**config.mk**
```make
export PLATFORM = sky130hd
export DESIGN_NAME = serial_day_to_calendar_date_top
export DESIGN_NICKNAME = d
export VERILOG_FILES = /design/src/rtl/sdcd_pkg.sv /design/src/rtl/sdcd_date.sv /design/src/rtl/sdcd_time.sv /design/src/rtl/serial_day_to_calendar_date_top.sv
export SDC_FILE = /design/constraint.sdc
export NUM_CORES = 2
export LEC_CHECK = 0
export BUFFER_PORTS_ARGS = -buffer_cell sky130_fd_sc_hd__clkbuf_2
export CORE_MARGIN = 1.5
export CORE_UTILIZATION = 55
export CTS_CLUSTER_SIZE = 20
export DETAILED_ROUTE_END_ITERATION = 10
export PLACE_DENSITY = 0.76
export SLEW_MARGIN = 20
export SYNTH_ARGS = -nofsm -noshare
export SYNTH_HDL_FRONTEND = slang
export SYNTH_SLANG_ARGS = --single-unit
```
**constraint.sdc**
```tcl
create_clock -name clk -period 7.2 [get_ports clk]
set_input_delay 0.72 -clock clk [delete_from_list [all_inputs] [get_ports clk]]
set_output_delay 0.72 -clock clk [all_outputs]
set_load 0.05 [all_outputs]
```
**src/rtl/sdcd_pkg.sv**
```systemverilog
`timescale 1ns / 1ps
// ----------------------------------------------------------------------------
// sdcd_pkg
// Shared types, calendar constants and reciprocal factors for the serial day
// to calendar date converter.
// ----------------------------------------------------------------------------
package sdcd_pkg;

  // input beat: signed day count and millisecond magnitude
  typedef struct packed {
    logic signed [22:0] day_count;
    logic [26:0]        ms_of_day;
  } sdcd_in_t;

  // result beat
  typedef struct packed {
    logic        valid_res;
    logic [13:0] year;
    logic [3:0]  month;
    logic [4:0]  day_of_month;
    logic [4:0]  hour;
    logic [5:0]  minute;
    logic [5:0]  second;
    logic [9:0]  millisecond;
    logic [2:0]  weekday;
  } sdcd_out_t;

  // date path status and fields toward the output stage
  typedef struct packed {
    logic        vld;
    logic        ok;
    logic [13:0] year;
    logic [3:0]  month;
    logic [4:0]  mday;
    logic [2:0]  weekday;
  } sdcd_date_t;

  // time of day fields
  typedef struct packed {
    logic [4:0] hour;
    logic [5:0] minute;
    logic [5:0] second;
    logic [9:0] millisecond;
  } sdcd_tod_t;

  localparam logic signed [22:0] MIN_DAY      = -23'sd657434;
  localparam logic signed [22:0] MAX_DAY      = 23'sd2958465;
  localparam logic signed [23:0] EPOCH_OFFSET = 24'sd693959;
  // day 0 is a saturday; offset keeps the weekday argument non-negative
  localparam logic signed [23:0] WDAY_OFFSET  = 24'sd657446;

  localparam logic [26:0] DAY_MS     = 27'd86400000;
  localparam logic [17:0] DAYS_400Y  = 18'd146097;
  localparam logic [15:0] DAYS_100Y  = 16'd36524;
  localparam logic [10:0] DAYS_4Y    = 11'd1461;
  localparam logic [8:0]  DAYS_1Y    = 9'd365;
  localparam logic [9:0]  MS_PER_SEC = 10'd1000;
  localparam logic [5:0]  SIXTY      = 6'd60;

  // floor(2^sh / d): the estimate is the quotient or one below it
  localparam int          RECIP_400Y_SH = 32;
  localparam logic [14:0] RECIP_400Y    = 15'((64'd1 << RECIP_400Y_SH) / 64'd146097);
  localparam int          RECIP_4Y_SH   = 24;
  localparam logic [13:0] RECIP_4Y      = 14'((64'd1 << RECIP_4Y_SH) / 64'd1461);
  localparam int          RECIP_MS_SH   = 32;
  localparam logic [22:0] RECIP_MS      = 23'((64'd1 << RECIP_MS_SH) / 64'd1000);
  localparam int          RECIP_60_SH   = 24;
  localparam logic [18:0] RECIP_60      = 19'((64'd1 << RECIP_60_SH) / 64'd60);

  // days in the first m months of a common year
  function automatic logic [8:0] cum_days(input logic [3:0] m);
    logic [8:0] d;
    unique case (m)
      4'd0:    d = 9'd0;
      4'd1:    d = 9'd31;
      4'd2:    d = 9'd59;
      4'd3:    d = 9'd90;
      4'd4:    d = 9'd120;
      4'd5:    d = 9'd151;
      4'd6:    d = 9'd181;
      4'd7:    d = 9'd212;
      4'd8:    d = 9'd243;
      4'd9:    d = 9'd273;
      4'd10:   d = 9'd304;
      4'd11:   d = 9'd334;
      4'd12:   d = 9'd365;
      default: d = 9'd0;
    endcase
    return d;
  endfunction

endpackage

```
**src/rtl/sdcd_date.sv**
```systemverilog
`timescale 1ns / 1ps
// ----------------------------------------------------------------------------
// sdcd_date
// Nine-stage date pipeline: window check, 400/100/4/1-year split, month and
// day lookup, weekday by residue of the day count.
// ----------------------------------------------------------------------------
module sdcd_date (
  input  logic                clk,
  input  logic                rst_n,
  input  logic                in_vld,
  input  sdcd_pkg::sdcd_in_t  in_beat,
  output sdcd_pkg::sdcd_date_t out_date
);

  localparam logic [17:0] CENT1 = 18'(sdcd_pkg::DAYS_100Y) + 18'd1;
  localparam logic [17:0] CENT2 = 18'(sdcd_pkg::DAYS_100Y) * 18'd2 + 18'd1;
  localparam logic [17:0] CENT3 = 18'(sdcd_pkg::DAYS_100Y) * 18'd3 + 18'd1;
  localparam logic [10:0] YR1   = 11'(sdcd_pkg::DAYS_1Y);
  localparam logic [10:0] YR2   = 11'(sdcd_pkg::DAYS_1Y) * 11'd2;
  localparam logic [10:0] YR3   = 11'(sdcd_pkg::DAYS_1Y) * 11'd3;

  logic [8:0] vld_r;
  logic [8:0] ok_r;

  // stage 1: window, absolute day, weekday argument
  logic signed [22:0] day_s;
  logic signed [23:0] day_x, abs_x, wk_x;
  logic               in_win, on_limit, ms_zero, ok1_nxt;
  logic [21:0]        abs1_r, wk1_r;

  assign day_s    = in_beat.day_count;
  assign day_x    = {day_s[22], day_s};
  assign abs_x    = day_x + sdcd_pkg::EPOCH_OFFSET;
  assign wk_x     = day_x + sdcd_pkg::WDAY_OFFSET;
  assign in_win   = (day_s >= sdcd_pkg::MIN_DAY) && (day_s <= sdcd_pkg::MAX_DAY);
  assign on_limit = (day_s == sdcd_pkg::MIN_DAY) || (day_s == sdcd_pkg::MAX_DAY);
  assign ms_zero  = (in_beat.ms_of_day == '0) || (in_beat.ms_of_day == sdcd_pkg::DAY_MS);
  assign ok1_nxt  = in_win && !(on_limit && !ms_zero);

  // stage 2: 400-year quotient estimate, weekday fold (8 = 1 mod 7)
  logic [36:0] q400_prod;
  logic [4:0]  q400e_nxt;
  logic [5:0]  ws_nxt;
  logic [21:0] abs2_r;
  logic [4:0]  q400e2_r;
  logic [5:0]  ws2_r;

  assign q400_prod = 37'(abs1_r) * 37'(sdcd_pkg::RECIP_400Y);
  assign q400e_nxt = q400_prod[sdcd_pkg::RECIP_400Y_SH +: 5];

  always_comb begin
    ws_nxt = 6'(wk1_r[21]);
    for (int g = 0; g < 7; g++) begin
      ws_nxt = ws_nxt + 6'(wk1_r[3*g +: 3]);
    end
  end

  // stage 3: 400-year correction, weekday finish
  logic [21:0] r400_w;
  logic        r400_ge;
  logic [4:0]  q400_nxt;
  logic [17:0] r400_nxt;
  logic [3:0]  wsum;
  logic [2:0]  wd_nxt;
  logic [4:0]  q400_3_r;
  logic [17:0] r400_3_r;
  logic [2:0]  wd3_r;

  assign r400_w   = abs2_r - 22'(q400e2_r) * 22'(sdcd_pkg::DAYS_400Y);
  assign r400_ge  = r400_w >= 22'(sdcd_pkg::DAYS_400Y);
  assign q400_nxt = q400e2_r + 5'(r400_ge);
  assign r400_nxt = r400_ge ? 18'(r400_w - 22'(sdcd_pkg::DAYS_400Y)) : 18'(r400_w);
  assign wsum     = {1'b0, ws2_r[2:0]} + {1'b0, ws2_r[5:3]};

  always_comb begin
    if (wsum >= 4'd14) begin
      wd_nxt = 3'(wsum - 4'd14);
    end else if (wsum >= 4'd7) begin
      wd_nxt = 3'(wsum - 4'd7);
    end else begin
      wd_nxt = 3'(wsum);
    end
  end

  // stage 4: century within the 400-year block
  logic [1:0]  cent_nxt;
  logic [15:0] b_nxt;
  logic [4:0]  q400_4_r;
  logic [1:0]  cent4_r;
  logic [15:0] b4_r;
  logic [2:0]  wd4_r;

  assign cent_nxt = 2'(r400_3_r >= CENT1) + 2'(r400_3_r >= CENT2) + 2'(r400_3_r >= CENT3);
  assign b_nxt    = 16'(r400_3_r - 18'(cent_nxt) * 18'(sdcd_pkg::DAYS_100Y));

  // stage 5: 4-year quotient estimate
  logic [29:0] q4_prod;
  logic [4:0]  q4e_nxt;
  logic [4:0]  q400_5_r;
  logic [1:0]  cent5_r;
  logic [15:0] b5_r;
  logic [4:0]  q4e5_r;
  logic [2:0]  wd5_r;

  assign q4_prod = 30'(b4_r) * 30'(sdcd_pkg::RECIP_4Y);
  assign q4e_nxt = q4_prod[sdcd_pkg::RECIP_4Y_SH +: 5];

  // stage 6: 4-year correction
  logic [15:0] r4_w;
  logic        r4_ge;
  logic [4:0]  q4_nxt;
  logic [10:0] rem4_nxt;
  logic [4:0]  q400_6_r;
  logic [1:0]  cent6_r;
  logic [4:0]  q4_6_r;
  logic [10:0] rem4_6_r;
  logic [2:0]  wd6_r;

  assign r4_w     = b5_r - 16'(q4e5_r) * 16'(sdcd_pkg::DAYS_4Y);
  assign r4_ge    = r4_w >= 16'(sdcd_pkg::DAYS_4Y);
  assign q4_nxt   = q4e5_r + 5'(r4_ge);
  assign rem4_nxt = r4_ge ? 11'(r4_w - 16'(sdcd_pkg::DAYS_4Y)) : 11'(r4_w);

  // stage 7: year within the 4-year block
  // the first 4-year block of a non-leap century starts with a common year
  logic        leap4_nxt;
  logic [10:0] day4;
  logic [1:0]  yr4_nxt;
  logic [8:0]  dayp_nxt;
  logic [4:0]  q400_7_r;
  logic [1:0]  cent7_r;
  logic [4:0]  q4_7_r;
  logic [1:0]  yr4_7_r;
  logic        leap4_7_r;
  logic [8:0]  dayp7_r;
  logic [2:0]  wd7_r;

  assign leap4_nxt = !((cent6_r != 2'd0) && (q4_6_r == 5'd0));
  assign day4      = rem4_6_r - 11'(!leap4_nxt);
  assign yr4_nxt   = 2'(day4 >= YR1 + 11'(leap4_nxt)) + 2'(day4 >= YR2 + 11'(leap4_nxt))
                   + 2'(day4 >= YR3 + 11'(leap4_nxt));
  assign dayp_nxt  = 9'(day4 - 11'(yr4_nxt) * 11'(sdcd_pkg::DAYS_1Y)
                   - 11'((yr4_nxt != 2'd0) && leap4_nxt));

  // stage 8: year sum, feb 29 case, month search
  logic        is_leap;
  logic        feb29_nxt;
  logic [13:0] year_nxt;
  logic [8:0]  dd_nxt;
  logic [3:0]  month_nxt;
  logic [13:0] year8_r;
  logic        feb29_8_r;
  logic [8:0]  dd8_r;
  logic [3:0]  month8_r;
  logic [2:0]  wd8_r;

  assign is_leap   = (yr4_7_r == 2'd0) && leap4_7_r;
  assign feb29_nxt = is_leap && (dayp7_r == 9'd59);
  assign year_nxt  = 14'(q400_7_r) * 14'd400 + 14'(cent7_r) * 14'd100
                   + 14'(q4_7_r) * 14'd4 + 14'(yr4_7_r);
  assign dd_nxt    = dayp7_r - 9'(is_leap && (dayp7_r >= 9'd60)) + 9'd1;

  always_comb begin
    month_nxt = 4'd1;
    for (int k = 1; k < 12; k++) begin
      month_nxt = month_nxt + 4'(dd_nxt > sdcd_pkg::cum_days(4'(k)));
    end
  end

  // stage 9: day of month
  logic [4:0]  mday_nxt;
  logic [3:0]  mon_nxt;
  logic [13:0] year9_r;
  logic [3:0]  month9_r;
  logic [4:0]  mday9_r;
  logic [2:0]  wd9_r;

  assign mday_nxt = feb29_8_r ? 5'd29 : 5'(dd8_r - sdcd_pkg::cum_days(month8_r - 4'd1));
  assign mon_nxt  = feb29_8_r ? 4'd2 : month8_r;

  always_ff @(posedge clk) begin
    if (!rst_n) begin
      vld_r <= '0;
    end else begin
      vld_r <= {vld_r[7:0], in_vld};
    end
  end

  always_ff @(posedge clk) begin
    ok_r      <= {ok_r[7:0], ok1_nxt};
    abs1_r    <= abs_x[21:0];
    wk1_r     <= wk_x[21:0];
    abs2_r    <= abs1_r;
    q400e2_r  <= q400e_nxt;
    ws2_r     <= ws_nxt;
    q400_3_r  <= q400_nxt;
    r400_3_r  <= r400_nxt;
    wd3_r     <= wd_nxt;
    q400_4_r  <= q400_3_r;
    cent4_r   <= cent_nxt;
    b4_r      <= b_nxt;
    wd4_r     <= wd3_r;
    q400_5_r  <= q400_4_r;
    cent5_r   <= cent4_r;
    b5_r      <= b4_r;
    q4e5_r    <= q4e_nxt;
    wd5_r     <= wd4_r;
    q400_6_r  <= q400_5_r;
    cent6_r   <= cent5_r;
    q4_6_r    <= q4_nxt;
    rem4_6_r  <= rem4_nxt;
    wd6_r     <= wd5_r;
    q400_7_r  <= q400_6_r;
    cent7_r   <= cent6_r;
    q4_7_r    <= q4_6_r;
    yr4_7_r   <= yr4_nxt;
    leap4_7_r <= leap4_nxt;
    dayp7_r   <= dayp_nxt;
    wd7_r     <= wd6_r;
    year8_r   <= year_nxt;
    feb29_8_r <= feb29_nxt;
    dd8_r     <= dd_nxt;
    month8_r  <= month_nxt;
    wd8_r     <= wd7_r;
    year9_r   <= year8_r;
    month9_r  <= mon_nxt;
    mday9_r   <= mday_nxt;
    wd9_r     <= wd8_r;
  end

  assign out_date.vld     = vld_r[8];
  assign out_date.ok      = ok_r[8];
  assign out_date.year    = year9_r;
  assign out_date.month   = month9_r;
  assign out_date.mday    = mday9_r;
  assign out_date.weekday = wd9_r;

endmodule

```
**src/rtl/sdcd_time.sv**
```systemverilog
`timescale 1ns / 1ps
// ----------------------------------------------------------------------------
// sdcd_time
// Nine-stage time-of-day pipeline: day wrap, then divide by 1000, 60 and 60,
// each as a reciprocal multiply stage followed by a correction stage.
// ----------------------------------------------------------------------------
module sdcd_time (
  input  logic                 clk,
  input  logic [26:0]          in_ms,
  output sdcd_pkg::sdcd_tod_t  out_tod
);

  // stage 1: wrap into one day
  logic [26:0] msr_nxt;
  logic [26:0] msr1_r;

  assign msr_nxt = (in_ms >= sdcd_pkg::DAY_MS) ? in_ms - sdcd_pkg::DAY_MS : in_ms;

  // stage 2: seconds estimate
  logic [49:0] sec_prod;
  logic [16:0] sece_nxt;
  logic [26:0] msr2_r;
  logic [16:0] sece2_r;

  assign sec_prod = 50'(msr1_r) * 50'(sdcd_pkg::RECIP_MS);
  assign sece_nxt = sec_prod[sdcd_pkg::RECIP_MS_SH +: 17];

  // stage 3: seconds correction
  logic [26:0] rms_w;
  logic        rms_ge;
  logic [16:0] sec_nxt;
  logic [9:0]  msec_nxt;
  logic [16:0] sec3_r;
  logic [9:0]  msec3_r;

  assign rms_w    = msr2_r - 27'(sece2_r) * 27'(sdcd_pkg::MS_PER_SEC);
  assign rms_ge   = rms_w >= 27'(sdcd_pkg::MS_PER_SEC);
  assign sec_nxt  = sece2_r + 17'(rms_ge);
  assign msec_nxt = rms_ge ? 10'(rms_w - 27'(sdcd_pkg::MS_PER_SEC)) : 10'(rms_w);

  // stage 4: minutes estimate
  logic [35:0] min_prod;
  logic [10:0] mine_nxt;
  logic [16:0] sec4_r;
  logic [10:0] mine4_r;
  logic [9:0]  msec4_r;

  assign min_prod = 36'(sec3_r) * 36'(sdcd_pkg::RECIP_60);
  assign mine_nxt = min_prod[sdcd_pkg::RECIP_60_SH +: 11];

  // stage 5: minutes correction
  logic [16:0] rsec_w;
  logic        rsec_ge;
  logic [10:0] min_nxt;
  logic [5:0]  second_nxt;
  logic [10:0] min5_r;
  logic [5:0]  second5_r;
  logic [9:0]  msec5_r;

  assign rsec_w     = sec4_r - 17'(mine4_r) * 17'(sdcd_pkg::SIXTY);
  assign rsec_ge    = rsec_w >= 17'(sdcd_pkg::SIXTY);
  assign min_nxt    = mine4_r + 11'(rsec_ge);
  assign second_nxt = rsec_ge ? 6'(rsec_w - 17'(sdcd_pkg::SIXTY)) : 6'(rsec_w);

  // stage 6: hours estimate
  logic [29:0] hr_prod;
  logic [4:0]  hre_nxt;
  logic [10:0] min6_r;
  logic [4:0]  hre6_r;
  logic [5:0]  second6_r;
  logic [9:0]  msec6_r;

  assign hr_prod = 30'(min5_r) * 30'(sdcd_pkg::RECIP_60);
  assign hre_nxt = hr_prod[sdcd_pkg::RECIP_60_SH +: 5];

  // stage 7: hours correction
  logic [10:0]         rmin_w;
  logic                rmin_ge;
  sdcd_pkg::sdcd_tod_t tod_nxt;
  sdcd_pkg::sdcd_tod_t tod7_r, tod8_r, tod9_r;

  assign rmin_w              = min6_r - 11'(hre6_r) * 11'(sdcd_pkg::SIXTY);
  assign rmin_ge             = rmin_w >= 11'(sdcd_pkg::SIXTY);
  assign tod_nxt.hour        = hre6_r + 5'(rmin_ge);
  assign tod_nxt.minute      = rmin_ge ? 6'(rmin_w - 11'(sdcd_pkg::SIXTY)) : 6'(rmin_w);
  assign tod_nxt.second      = second6_r;
  assign tod_nxt.millisecond = msec6_r;

  // stages 8 and 9 line up with the date pipeline
  always_ff @(posedge clk) begin
    msr1_r    <= msr_nxt;
    msr2_r    <= msr1_r;
    sece2_r   <= sece_nxt;
    sec3_r    <= sec_nxt;
    msec3_r   <= msec_nxt;
    sec4_r    <= sec3_r;
    mine4_r   <= mine_nxt;
    msec4_r   <= msec3_r;
    min5_r    <= min_nxt;
    second5_r <= second_nxt;
    msec5_r   <= msec4_r;
    min6_r    <= min5_r;
    hre6_r    <= hre_nxt;
    second6_r <= second5_r;
    msec6_r   <= msec5_r;
    tod7_r    <= tod_nxt;
    tod8_r    <= tod7_r;
    tod9_r    <= tod8_r;
  end

  assign out_tod = tod9_r;

endmodule

```
**src/rtl/serial_day_to_calendar_date_top.sv**
```systemverilog
`timescale 1ns / 1ps
// ----------------------------------------------------------------------------
// serial_day_to_calendar_date_top
// Serial day count plus millisecond of day to calendar date, time of day and
// weekday, fully pipelined.
// ----------------------------------------------------------------------------
// Takes one beat per clock: busy is high only during reset and clears at the
// clock edge that first samples rst_n high, so start may be held high back
// to back. Every accepted beat gives exactly one result, shown for a single
// cycle with out_strobe; there is no back-pressure, so the receiver must take
// each result in that cycle. Each result passes through the nine register
// stages of the date and time pipelines plus the output register; the
// divisions by 400 and 4 years, 1000 and 60 are each a reciprocal multiply
// stage followed by a correction stage. Dates outside the supported window
// come out with valid_res low and all other fields zero.
module serial_day_to_calendar_date_top (
  input  logic                clk,
  input  logic                rst_n,
  input  logic                start,
  output logic                busy,
  input  sdcd_pkg::sdcd_in_t  in_data,
  output logic                out_strobe,
  output sdcd_pkg::sdcd_out_t out_data
);

  logic                 busy_r;
  logic                 in_vld;
  sdcd_pkg::sdcd_date_t date;
  sdcd_pkg::sdcd_tod_t  tod;
  sdcd_pkg::sdcd_out_t  out_nxt;
  logic                 out_strobe_r;
  sdcd_pkg::sdcd_out_t  out_data_r;

  assign in_vld = start && !busy_r;

  sdcd_date u_date (
    .clk      (clk),
    .rst_n    (rst_n),
    .in_vld   (in_vld),
    .in_beat  (in_data),
    .out_date (date)
  );

  sdcd_time u_time (
    .clk     (clk),
    .in_ms   (in_data.ms_of_day),
    .out_tod (tod)
  );

  // out-of-window dates report all fields as zero
  always_comb begin
    out_nxt = '0;
    if (date.ok) begin
      out_nxt.valid_res    = 1'b1;
      out_nxt.year         = date.year;
      out_nxt.month        = date.month;
      out_nxt.day_of_month = date.mday;
      out_nxt.hour         = tod.hour;
      out_nxt.minute       = tod.minute;
      out_nxt.second       = tod.second;
      out_nxt.millisecond  = tod.millisecond;
      out_nxt.weekday      = date.weekday;
    end
  end

  always_ff @(posedge clk) begin
    if (!rst_n) begin
      busy_r       <= 1'b1;
      out_strobe_r <= 1'b0;
    end else begin
      busy_r       <= 1'b0;
      out_strobe_r <= date.vld;
    end
  end

  always_ff @(posedge clk) begin
    out_data_r <= out_nxt;
  end

  assign busy       = busy_r;
  assign out_strobe = out_strobe_r;
  assign out_data   = out_data_r;

endmodule

```
==> qor.yml <==
wirelength_mm: 103
reg2reg_slack_ns: -0.34
crit_top_cell: "fa_1"
cts_tree: "built"
cts_root_buf: "clkbuf_16"
final_common_cell: "inv_1"
globalplace.congestion: 0.911
firstDrtPassIters: 5
hpwlAfterDp_mm: 84.8
rows: 112
insertion_delay_ns: 0.65
period_share_pct: 105
min_from: "in_data[1]"
r2r_cells: 29
rsz0062_at_grt: "true"
fin_crit_ns: 7.54
core_area_mm2: 0.0936
avgSynthCellArea_um2: 10.2
grt_most_used_layer: "met2"
htreeDepth: 3
start_util_pct: 55.7
maxSlewViolCount: 0
syn-num-nets: 6780
cts.sinks: 616
vias: 34800
timing.fmax_mhz: 133
min_path_cells: 1
cts_buffers: 69
clk_pin_slew_ns: 0.06
dp_cells: 6578
syn_area_mm2: 0.0521
route.detailed.drc: 0
drt-initial-drc-count: 1444
async_flop_share_pct: 0
cp-start-kind: "register"
status: "complete, but fails checks"
crit_arrival_ns: 8.11
die_h_um: 311
min_to: "u_time.msr1_r[1]"
yosys.cell_types.count: 77
worst_path_max_delay_cell: "fa_1"
ys_seq_area_share_pct: 23.7
die_area_mm2: 0.0966
antenna_left: 0
synth-edff-count: 0
critical_path.reg2reg.startpoint: "u_time.sece2_r[2]"
worstMarginPinSlew_ns: 0.935
grt_pass1_wl_mm: 177
drive_gt1_share_pct: 8.15
fin_ws_ns: -0.343
die_w_um: 311
ys_ff_latch: 616
syn_inst: 5117
io_pins: 109
slew_headroom_pct: 36.1
hold_viol_final: 0
worstSetupPathType: "reg2reg"
syn_to_final_growth_pct: 10.8
violations: "setup timing"
cp-end-kind: "register"
wl_per_cell_um: 15.4
max_stage_delay_ns: 0.55
dpl_cell_area_mm2: 0.0551
required_ns: 7.77
grt_max_degree: 55
synth_ff_type: "dfxtp_1"
antenna_found_initial: 1
critPathMaxFanout: 3
final_cell_mix: "inv_1, ha_1, dfxtp_1"
port_buffers: 108
grt_pass1_vias: 37100
yosys_warnings: 0
hold_path.class: "in2reg"
maxCapViolCount: 0
finalSetupViolCount: 22
worstReg2RegEnd: "u_time.sec3_r[15]"
grtUsageTotal_pct: 22.2
overflow: 0
vias_per_cell: 5.19
num_antenna_cells: 0
fin_area_mm2: 0.0577
grt_use_met3_pct: 3.19
skew_ns: 0.0442
gr-usage-met2_pct: 39.5
clockBufferDepth: 3
stdcell_count: 6703
use_met1_pct: 28.0
fillers: 7506
nets: 7062
[sequential cells by signal, indices dropped and copies added, names as in the netlist, 11 cells and up]
name             cells
u_time.mine4_r      11
u_date.wk1_r        22
u_date.rem4_6_r     11
u_time.sec3_r       17
u_time.tod7_r       27
u_time.msr2_r       27
u_date.b4_r         16
u_time.sece2_r      17
out_data            54
u_time.msr1_r       27
u_date.year9_r      14
u_date.r400_3_r     18
u_date.year8_r      14
u_date.abs1_r       22
u_time.min6_r       11
u_time.sec4_r       17
u_date.abs2_r       22
u_time.min5_r       11
u_time.out_tod      27
u_date.b5_r         16
u_time.tod8_r       27
[per-stage QoR]
| step | hold slack, ns | setup WS, ns | util, % | TNS (ns) |
|---|---|---|---|---|
| global placement | 0.310 | -0.572 | 58.9 | -10.80 |
| detailed placement | 0.312 | -0.683 | 58.9 | -13.24 |
| CTS | 0.159 | -0.342 | 61.6 | -5.02 |
| finish | 0.209 | -0.343 | 61.7 | -4.26 |
| global route | 0.171 | -0.842 | 61.7 | -15.17 |
| floorplan | 0.310 | 0.00848 | - | 0 |
[how the worst max path moves through the flow]
| stage | startpoint | to | slack [ns] | cells past startpoint |
|---|---|---|---|---|
| global route | u_time.sece2_r[2] | u_time.sec3_r[15] | -0.84 | 31 |
| finish | u_time.sece2_r[2] | u_time.sec3_r[15] | -0.34 | 29 |
| global placement | u_time.sece2_r[1] | u_time.sec3_r[16] | -0.57 | 29 |
| floorplan | u_time.sece2_r[1] | u_time.sec3_r[15] | 0.008 | 31 |
| CTS | u_time.sece2_r[1] | u_time.sec3_r[16] | -0.34 | 29 |
| detailed placement | u_time.sece2_r[2] | u_time.sec3_r[15] | -0.68 | 29 |
[cell type report]
type | count | area (um2) | area share (%)
Sequential cell | 616 | 12300 | 21.4
Clock buffer | 84 | 1860 | 3.23
Timing Repair Buffer | 246 | 1580 | 2.74
Inverter | 1131 | 4250 | 7.36
Clock inverter | 37 | 504 | 0.873
Multi-Input combinational cell | 3335 | 35600 | 61.7
Tap cell | 1254 | 1570 | 2.72
[layer usage]
layer / share of wire (%) / vias up / routed length (um)
li1: - / 17200 / -
met2: 50 / 539 / 51400
met5: 0 / - / 0
met3: 3.4 / 180 / 3510
met4: 2.6 / 0 / 2680
met1: 44 / 16900 / 45500
[what timing repair did]
item / 4_1_cts / 5_1_grt
endpoints found under the setup margin: 24 / 33
resized for setup: 36 / 17
hold buffers: 0 / 0
buffers inserted: 4 / 0
gates cloned: 0 / 0
pin swaps: 21 / 9
[cells by family after synthesis]
logic type / Yosys count / synth area share (%)
muxes: 15 / 0.295
xor gates and xnor gates: 303 / 5.09
and+or+nand+nor: 756 / 7.44
DFF: 616 / 23.7
buffers and inverters: 1166 / 8.44
AOI/OAI and AO/OA: 651 / 8.23
adders and majority gates: 1610 / 46.8
[synthesized netlist by cell type, drive strengths merged (72+ instances only)]
| cell type | number | share of area, % |
|---|---|---|
| a21oi | 165 | 1.6 |
| nand2 | 148 | 1.1 |
| ha | 1043 | 25 |
| a21o | 72 | 1.0 |
| dfxtp | 616 | 24 |
| nor2 | 170 | 1.2 |
| xnor2 | 210 | 3.5 |
| o21ai | 145 | 1.4 |
| fa | 567 | 22 |
| xor2 | 93 | 1.6 |
| inv | 1131 | 8.1 |
| and2 | 76 | 0.91 |
[critical path: cells and delay by family, from the launching register on]
family / cells / cell delay (ns)
AOI/OAI and AO/OA: 8 / 1.88
xor gates and xnor gates: 2 / 0.31
adders and majority gates: 7 / 2.61
buffers and inverters: 3 / 0.19
DFF: 1 / 0.36
muxes: 1 / 0.13
and+or+nand+nor: 8 / 1.97
Power is not shown: default switching activity piles up to over one toggle a cycle in this logic, so the estimate is an artifact.
